--- src/hdl/trm_pkg.sv ---
`default_nettype none

package trm_pkg;

  // Fixed field widths
  localparam int DATA_W = 32;
  localparam int KEY_W  = 32;

  // Default trie geometry
  localparam int NODE_BITS_DEF = 4;
  localparam int NODE_POOL_DEF = 256;
  localparam int KEY_BITS_DEF  = 32;

  // Operation codes
  localparam logic FUNC_SEARCH = 1'b0;
  localparam logic FUNC_INSERT = 1'b1;

  // Result status codes
  localparam logic STAT_DONE = 1'b0;
  localparam logic STAT_FULL = 1'b1;

  // Sequencer states
  typedef enum logic [2:0] {
    ST_CLEAR,
    ST_IDLE,
    ST_WALK,
    ST_ALLOC,
    ST_DONE
  } trm_state_e;

  // Node store access command
  typedef struct packed {
    logic rd;
    logic wr;
  } trm_mem_cmd_t;

  // Finished result of one operation
  typedef struct packed {
    logic [DATA_W-1:0] value;
    logic              full;
  } trm_result_t;

endpackage

`default_nettype wire

--- src/hdl/trm_ctrl.sv ---
`default_nettype none

module trm_ctrl #(
  parameter int NODE_BITS = trm_pkg::NODE_BITS_DEF,
  parameter int NODE_POOL = trm_pkg::NODE_POOL_DEF,
  parameter int KEY_BITS  = trm_pkg::KEY_BITS_DEF,
  parameter int AW        = $clog2(NODE_POOL) + NODE_BITS
) (
  input  wire                         clk_i,
  input  wire                         rst_ni,
  // operation in
  input  wire                         in_valid_i,
  output logic                        in_ready_o,
  input  wire                         func_i,
  input  wire  [trm_pkg::KEY_W-1:0]   key_i,
  input  wire  [trm_pkg::DATA_W-1:0]  value_i,
  // result out
  output logic                        res_valid_o,
  input  wire                         res_ready_i,
  output trm_pkg::trm_result_t        res_o,
  // node store port
  output trm_pkg::trm_mem_cmd_t       mem_cmd_o,
  output logic [AW-1:0]               mem_addr_o,
  output logic [trm_pkg::DATA_W-1:0]  mem_wdata_o,
  input  wire  [trm_pkg::DATA_W-1:0]  mem_rdata_i
);
  import trm_pkg::*;

  localparam int LEVELS = (KEY_BITS + NODE_BITS - 1) / NODE_BITS;
  localparam int PW     = LEVELS * NODE_BITS;
  localparam int NW     = $clog2(NODE_POOL);
  localparam int NFW    = $clog2(NODE_POOL + 1);
  localparam int LCW    = $clog2(LEVELS) + 1;
  localparam int CW     = (NFW > LCW) ? NFW : LCW;
  localparam longint unsigned DEPTH = longint'(NODE_POOL) << NODE_BITS;
  localparam logic [AW-1:0] CLR_LAST = AW'(DEPTH - 1);

  trm_state_e          state_q, state_d;
  logic [LCW-1:0]      lvl_q, lvl_d;
  logic [NW-1:0]       node_q, node_d;
  logic [PW-1:0]       key_q, key_d;
  logic                func_q, func_d;
  logic [DATA_W-1:0]   val_q, val_d;
  logic [NFW-1:0]      nf_q, nf_d;
  logic [DATA_W-1:0]   res_q, res_d;
  logic                full_q, full_d;
  logic [AW-1:0]       clr_q, clr_d;

  logic [PW-1:0]        key_in;
  logic [PW-1:0]        key_nx;
  logic [NODE_BITS-1:0] digit;
  logic [NODE_BITS-1:0] digit_nx;
  logic [NODE_BITS-1:0] digit_in;
  logic                 last_lvl;
  logic                 child_ok;
  logic [NW-1:0]        child_node;
  logic [CW-1:0]        need_w;
  logic [CW-1:0]        free_w;
  logic                 refuse;

  // Digit extraction: the key register shifts up one digit per level
  assign key_in     = PW'(key_i[KEY_BITS-1:0]);
  assign key_nx     = key_q << NODE_BITS;
  assign digit      = key_q[PW-1 -: NODE_BITS];
  assign digit_nx   = key_nx[PW-1 -: NODE_BITS];
  assign digit_in   = key_in[PW-1 -: NODE_BITS];
  assign last_lvl   = (lvl_q == LCW'(LEVELS - 1));

  // Child slot check and pool room
  assign child_ok   = (mem_rdata_i != '0) && (mem_rdata_i < DATA_W'(NODE_POOL));
  assign child_node = mem_rdata_i[NW-1:0];
  assign need_w     = CW'(LEVELS - 1) - CW'(lvl_q);
  assign free_w     = CW'(NODE_POOL) - CW'(nf_q);
  assign refuse     = (need_w > free_w);

  // Next state
  always_comb begin
    state_d = state_q;
    case (state_q)
      ST_CLEAR: begin
        if (clr_q == CLR_LAST) state_d = ST_IDLE;
      end
      ST_IDLE: begin
        if (in_valid_i) state_d = ST_WALK;
      end
      ST_WALK: begin
        if (last_lvl) begin
          state_d = ST_DONE;
        end else if (child_ok) begin
          state_d = ST_WALK;
        end else if (func_q == FUNC_INSERT && !refuse) begin
          state_d = ST_ALLOC;
        end else begin
          state_d = ST_DONE;
        end
      end
      ST_ALLOC: begin
        if (last_lvl) state_d = ST_DONE;
      end
      ST_DONE: begin
        if (res_ready_i) state_d = ST_IDLE;
      end
      default: state_d = ST_IDLE;
    endcase
  end

  // Outputs and datapath
  always_comb begin
    lvl_d       = lvl_q;
    node_d      = node_q;
    key_d       = key_q;
    func_d      = func_q;
    val_d       = val_q;
    nf_d        = nf_q;
    res_d       = res_q;
    full_d      = full_q;
    clr_d       = clr_q;
    mem_cmd_o   = '0;
    mem_addr_o  = {node_q, digit};
    mem_wdata_o = val_q;
    in_ready_o  = 1'b0;
    res_valid_o = 1'b0;
    case (state_q)
      ST_CLEAR: begin
        // sweep the node store to zero
        mem_cmd_o.wr = 1'b1;
        mem_addr_o   = clr_q;
        mem_wdata_o  = '0;
        clr_d        = clr_q + AW'(1);
      end
      ST_IDLE: begin
        in_ready_o = 1'b1;
        if (in_valid_i) begin
          // start at the root slot of the top digit
          mem_cmd_o.rd = 1'b1;
          mem_addr_o   = {NW'(0), digit_in};
          func_d       = func_i;
          key_d        = key_in;
          val_d        = value_i;
          lvl_d        = '0;
          node_d       = '0;
          full_d       = STAT_DONE;
        end
      end
      ST_WALK: begin
        if (last_lvl) begin
          // leaf slot: report it, replace it on insert
          res_d = mem_rdata_i;
          if (func_q == FUNC_INSERT) mem_cmd_o.wr = 1'b1;
        end else if (child_ok) begin
          // descend and read the next slot
          node_d       = child_node;
          lvl_d        = lvl_q + LCW'(1);
          key_d        = key_nx;
          mem_cmd_o.rd = 1'b1;
          mem_addr_o   = {child_node, digit_nx};
        end else begin
          res_d = '0;
          if (func_q == FUNC_INSERT && refuse) full_d = STAT_FULL;
        end
      end
      ST_ALLOC: begin
        mem_cmd_o.wr = 1'b1;
        if (last_lvl) begin
          // leaf of a fresh node held nothing before
          res_d = '0;
        end else begin
          // link a fresh node and step into it
          mem_wdata_o = DATA_W'(nf_q);
          node_d      = nf_q[NW-1:0];
          nf_d        = nf_q + NFW'(1);
          lvl_d       = lvl_q + LCW'(1);
          key_d       = key_nx;
        end
      end
      ST_DONE: begin
        res_valid_o = 1'b1;
      end
      default: ;
    endcase
  end

  assign res_o.value = res_q;
  assign res_o.full  = full_q;

  // Control registers
  always_ff @(posedge clk_i or negedge rst_ni) begin
    if (!rst_ni) begin
      state_q <= ST_CLEAR;
      nf_q    <= NFW'(1);
      clr_q   <= '0;
      lvl_q   <= '0;
      func_q  <= FUNC_SEARCH;
    end else begin
      state_q <= state_d;
      nf_q    <= nf_d;
      clr_q   <= clr_d;
      lvl_q   <= lvl_d;
      func_q  <= func_d;
    end
  end

  // Payload registers
  always_ff @(posedge clk_i) begin
    node_q <= node_d;
    key_q  <= key_d;
    val_q  <= val_d;
    res_q  <= res_d;
    full_q <= full_d;
  end

endmodule

`default_nettype wire
--- config.mk ---
export PLATFORM = sky130hd
export DESIGN_NAME = trm_ctrl
export DESIGN_NICKNAME = d
export VERILOG_FILES = /design/src/hdl/trm_pkg.sv /design/src/hdl/trm_ctrl.sv
export SDC_FILE = /design/constraint.sdc
export NUM_CORES = 1
export LEC_CHECK = 0
export BUFFER_PORTS_ARGS = -buffer_cell sky130_fd_sc_hd__buf_2
export CORE_MARGIN = 8
export CORE_UTILIZATION = 50
export CTS_CLUSTER_SIZE = 40
export DETAILED_ROUTE_END_ITERATION = 10
export GPL_TIMING_DRIVEN = 0
export PLACE_DENSITY = 0.82
export REMOVE_ABC_BUFFERS = 1
export SYNTH_ARGS = -nofsm -noshare
export SYNTH_HDL_FRONTEND = slang
export SYNTH_SLANG_ARGS = --single-unit
--- constraint.sdc ---
create_clock -name clk_i -period 3.27 [get_ports clk_i]
set_clock_uncertainty 0.1 [all_clocks]
set_input_delay 0.4905 -clock clk_i [delete_from_list [all_inputs] [get_ports clk_i]]
set_output_delay 0.4905 -clock clk_i [all_outputs]
set_load 0.05 [all_outputs]
==> results.cfg, run 1 <==
[cts]
cts.htree.levels = 4
cts_max_path_buffers = 2
cts-root-buf = clkbuf_16
cts_buffers = 17
cts_tree = done
path_clk_slew_ps = 60
clk_latency_ps = 410
hold_buffers = 0
cts.sinks = 134

[timing]
setup_tns_ps = 0
grt_setup_unrepaired = false
hold_viol = 0
final.min_clock_period_ps = 3140
worst_slack_ps = 129
timing.hold.ws_ps = 5.56
slew_violations = 0
fin_crit_sh = 0.961
max-slew-margin-rel = 0.378
max_freq_mhz = 318
setup_viol = 0
worst_pin_slew_ps = 930

[grt]
busiest_layer = met2
grt_pass1_wl_mm = 24.6
globalRouteMet3Util = 0.0698
grt_max_degree = 44
grt-ovfl-total = 0
grtUsageMet2 = 0.318
grt_use_total = 0.191
grtUsageMet1 = 0.222
antenna_found_initial = 1
grt_pass1_vias = 4959

[pwr]
power.share.clock = 0.210
p_per_area_mw_per_mm2 = 1100
swShare = 0.454
leakage_nw = 3.66
seq_power_share = 0.334
p_sw_w = 0.00408
p_int_w = 0.00491
vdd_drop_max_uv = 634
p_comb_frac = 0.456

[logic_synthesis]
async_flop_share = 0.216
synth.yosys.seq_area_share = 0.607
synth.distinct_cells = 53
synth_edf_count = 105
synthesis.area_mm2 = 0.00639
ys_ff_latch = 134
netlist_instances = 557
syn_avg_cell_area_um2 = 11.5
yosysWarnings = 0
synth_flop_cell = edfxtp_1

[setup_path]
arrival_ps = 2550
crit_fanout = 22
max_stage_delay_ps = 820
critPathSlowestCell = nor3_4
path_class = flip-flop to primary output
start_kind = flip-flop
worstPathRequired_ps = 2680
critical_path.cell_chain = nor3_4 -> a22o_1 -> a21oi_1 -> o21ai_0 -> buf_2
endpoint_kind = primary output

[placement]
io_buffers = 181
dpl_cell_area_mm2 = 0.00745
routabilityCongestion = 0.865
place_hpwl_mm = 11.4
pre_cts_slack_ps = -709

[die]
core_area_mm2 = 0.0126
ios = 182
rows = 41
die_w_um = 129
die_area_mm2 = 0.0167
fp.dieH_um = 129
start_util = 0.508

[final_layout]
nNetsFinal = 850
area_delta_synth_final_pct = 27.7
final_common_cell = buf_2
layout_common_cells = 181 x buf_2, 123 x nand2_1, 105 x edfxtp_1
diodes = 0
nFillCells = 969
drive_gt1_frac = 0.330
final_cell_area_mm2 = 0.00816

[route]
first_iter_violations = 281
drc = 0
dr.pass1.iters = 5
viasPerCell = 5.29
drt_wl_total_mm = 15.8
vias = 4875
wl_per_cell_um = 17.1
antenna_left = 0

[run_status]
status = complete, no violations

[job]
drv_cap = 0

[worst_hold_path]
hold_path.class = primary input to async pin
## per-layer routing
| layer | wire length (um) | part of all wire |
|---|---|---|
| met5 | 8 | 0.00051 |
| met4 | 251 | 0.016 |
| met3 | 1560 | 0.099 |
| met2 | 7590 | 0.48 |
| met1 | 6360 | 0.40 |
## critical path: cells and delay by family, from the launching register on
kind / cells / cell delay [ps]
and+or+nand+nor: 1 / 820
AOI/OAI and AO/OA: 3 / 390
buffers and inverters: 1 / 300
DFF: 1 / 620
## cells in the mapped netlist (3+ instances only)
cell,number,share of area
buf_1,3,0.0018
buf_2,4,0.0031
nand3_1,4,0.0031
a22o_1,12,0.016
mux2i_1,9,0.014
o21ai_0,15,0.012
nor4_1,3,0.0029
nor2b_1,3,0.0029
and2_1,64,0.063
edfxtp_1,105,0.49
dfrtp_1,28,0.11
inv_1,12,0.0070
and3_1,6,0.0059
nor4_2,6,0.012
nor2_1,26,0.015
nand2b_1,5,0.0049
a211oi_1,3,0.0035
ha_1,13,0.025
a221o_1,5,0.0078
a21oi_1,8,0.0063
a21o_1,9,0.011
nand4_1,10,0.0098
xnor2_1,16,0.022
nand2_1,123,0.072
xor2_1,10,0.014
clkbuf_1,22,0.013
nor3_1,3,0.0023
## registers in the layout, summed over array words and instances (netlist names)
name and count:
full_q 1, key_q 32, func_q 1, clr_q 12, lvl_q 4, nf_q 9, res_q 32, state_q 3
node_q 8, val_q 32
## cell families (layout without fill, tap and decap cells)
| kind of cell | Yosys count | count (layout) | synth area share |
|---|---|---|---|
| AO/OA/AOI/OAI | 67 | 67 | 0.0803 |
| XOR/XNOR | 26 | 26 | 0.0356 |
| adder cells (fa/ha/maj) | 13 | 13 | 0.0255 |
| buffers and inverters | 45 | 236 | 0.0290 |
| flip-flops | 134 | 134 | 0.607 |
| multiplexers | 9 | 9 | 0.0141 |
| AND/OR/NAND/NOR | 263 | 264 | 0.208 |
## path summary, 6_finish.rpt
kind	from	end	slack, ps	cells after the start
setup / recovery	state_q[0]	mem_addr_o[2]	130	5
hold / removal	rst_ni	nf_q[3]	6	1
setup reg to reg	nf_q[0]	full_q	330	11
hold reg to reg	clr_q[11]	clr_q[11]	410	1
max in group asynchronous	rst_ni	state_q[0]	2570	1
min in group clk_i	value_i[21]	val_q[21]	150	1
## stage by stage
stage | util | power, W | cells
floorplan | - | 0.00592 | 526
global placement | 0.587 | 0.00688 | 879
detailed placement | 0.593 | 0.00702 | 883
CTS | 0.645 | 0.00899 | 917
global route | 0.649 | 0.00946 | 921
finish | 0.649 | 0.00899 | 921
## repair_timing
| item | CTS | global route |
|---|---|---|
| cloned | 0 | 1 |
| pin swaps | 1 | 2 |
| gates resized for setup | 11 | 7 |
| endpoints found under the setup margin | 45 | 36 |
| setup buffers | 2 | 3 |
## cell type report
class                      instances  area [um2]  area share
timing repair buffer             190         996       0.122
clock inverter                    13         158      0.0193
inverter                          14        78.8     0.00966
multi-input combinational        379        2400       0.294
clock buffer                      19         433      0.0530
sequential                       134        3880       0.476
tap                              172         215      0.0264
## power groups by stage
stage	Sequential [W]	Combinational, W	Clock [W]
after floorplan	0.00326	0.00266	0
after global placement	0.00300	0.00388	0
after detailed placement	0.00301	0.00400	0
after CTS	0.00299	0.00408	0.00192
after global routing	0.00307	0.00440	0.00198
final	0.00300	0.00410	0.00189
Power figures use the tool's default switching activity.
==> run 2: changes to the inputs <==
--- a/config.mk
+++ b/config.mk
@@ -8,6 +8,7 @@
 export BUFFER_PORTS_ARGS = -buffer_cell sky130_fd_sc_hd__buf_2
 export CORE_MARGIN = 8
 export CORE_UTILIZATION = 50
+export CTS_BUF_LIST = sky130_fd_sc_hd__clkbuf_4 sky130_fd_sc_hd__clkbuf_8
 export CTS_CLUSTER_SIZE = 40
 export DETAILED_ROUTE_END_ITERATION = 10
 export GPL_TIMING_DRIVEN = 0
==> run 2 against run 1 <==
Compared with the run above: critical path depth grew 2; highest routed layer unchanged; fmax shrank 0.45%; sequential power about the same; utilization down 1.2 points; combinational power barely moved; clock-buffer cell count stayed put; sequential share of layout area increased by 0.88 points; via count is 0.31% lower; global-route usage down 0.17 points.
==> results.cfg, run 2 (same netlist as run 1, synthesis figures left out) <==
[cts]
cts.sinks = 134
cts_buffers = 17
path_clk_slew_ps = 80
clk_latency_ps = 440
cts_max_path_buffers = 2
cts.htree.levels = 4
cts-root-buf = clkbuf_8
cts_tree = done

[grt]
grt_use_total = 0.189
antenna_found_initial = 2
grt_max_degree = 44
grt_pass1_wl_mm = 24.3
grt-ovfl-total = 0
grt_pass1_vias = 4915

[die]
rows = 41
fp.dieH_um = 129
ios = 182
die_w_um = 129
core_area_mm2 = 0.0126
die_area_mm2 = 0.0167
start_util = 0.508

[setup_path]
worstPathRequired_ps = 2680
path_class = flip-flop to primary output
endpoint_kind = primary output
r2r_slack_ps = 350
r2r_end = full_q
crit_start = lvl_q[0]
crit_fanout = 7
r2r_start = nf_q[0]
critPathCapture = mem_addr_o[5]
reg2regPathDepth = 11
start_kind = flip-flop
arrival_ps = 2560

[final_layout]
layout_common_cells = 181 x buf_2, 122 x nand2_1, 105 x edfxtp_1
top_regs = key_q (32), res_q (32), val_q (32)
diodes = 0
nNetsFinal = 854
area_delta_synth_final_pct = 25.4
final_common_cell = buf_2
drive_gt1_frac = 0.336
finalNonFillerCells = 925
nFillCells = 989

[route]
viasPerCell = 5.25
wl_per_cell_um = 16.9
drt_wl_total_mm = 15.6
first_iter_violations = 242
antenna_left = 0
drc = 0
vias = 4860
dr.pass1.iters = 4

[run_status]
status = complete, no violations

[timing]
hold_viol = 0
fin_crit_sh = 0.965
max-slew-margin-rel = 0.425
timing.hold.ws_ps = 120
setup_viol = 0
worst_pin_slew_ps = 862
final.min_clock_period_ps = 3160
slew_violations = 0
max_freq_mhz = 317

[job]
drv_cap = 0

[placement]
place_hpwl_mm = 11.4
place_inst = 883
io_buffers = 181
routabilityCongestion = 0.865

[pwr]
p_per_area_mw_per_mm2 = 1060
vdd_drop_max_uv = 596
leakage_nw = 3.60

[worst_hold_path]
hold_path.class = primary input to flip-flop
==> run 2: worst max-delay path: stages, from the launching register on <==
cell     delay, ps
dfrtp_1        430
ha_1           270
and3_1         310
nor4_4         380
buf_4          220
a22o_1         140
a21o_1         100
buf_2          270
==> run 2: how the worst min path moves through the flow <==
stage / from / end / cells past startpoint
detailed placement: key_q[16] / key_q[20] / 2
global route: value_i[15] / val_q[15] / 1
CTS: value_i[29] / val_q[29] / 1
floorplan: rst_ni / clr_q[0] / 0
global placement: clr_q[7] / clr_q[7] / 1
finish: value_i[21] / val_q[21] / 1
==> run 2: where the power goes <==
| group | internal [W] | switching (W) |
|---|---|---|
| Sequential | 0.00262 | 0.000372 |
| Clock | 0.000766 | 0.000639 |
| Combinational | 0.00111 | 0.00301 |
==> run 2: layer usage <==
layer	global-route usage	vias to the layer above	part of all wire
met3	0.0797	28	0.11
met2	0.308	207	0.47
met5	0	-	0.0010
met1	0.220	2295	0.40
li1	-	2326	-
met4	0.0677	4	0.017
==> run 2: cell type report <==
type	count	area, um2	area share
clock buffers	19	249	0.0311
clock inverters	13	158	0.0197
inverters	14	65.1	0.00812
multi-input cells	379	2400	0.299
flip-flops and latches	134	3880	0.485
well taps	172	215	0.0269
repair buffers	193	1030	0.129
repair inverters	1	8.76	0.00109
==> run 2: what timing repair did <==
| action | in CTS | in global routing |
|---|---|---|
| gates cloned | 1 | 1 |
| hold buffers | 1 | 0 |
| pin swaps | 2 | 4 |
| gates resized for setup | 14 | 4 |
| hold endpoints to repair | 28 | 0 |
| endpoints found under the setup margin | 45 | 36 |
| setup buffers | 2 | 5 |
==> run 2: per-stage QoR <==
step / TNS [ps] / util / power (W) / worst slack (ps) / cell area, um2
after global placement: -166510 / 0.587 / 0.00688 / -2160 / 7380
after global routing: -71.5 / 0.638 / 0.00899 / -27.9 / 8010
after detailed placement: -12840 / 0.593 / 0.00702 / -709 / 7450
after floorplan: -25140 / - / 0.00592 / -700 / 6260
after CTS: 0 / 0.632 / 0.00850 / 18.7 / 7940
final: 0 / 0.638 / 0.00851 / 115 / 8010
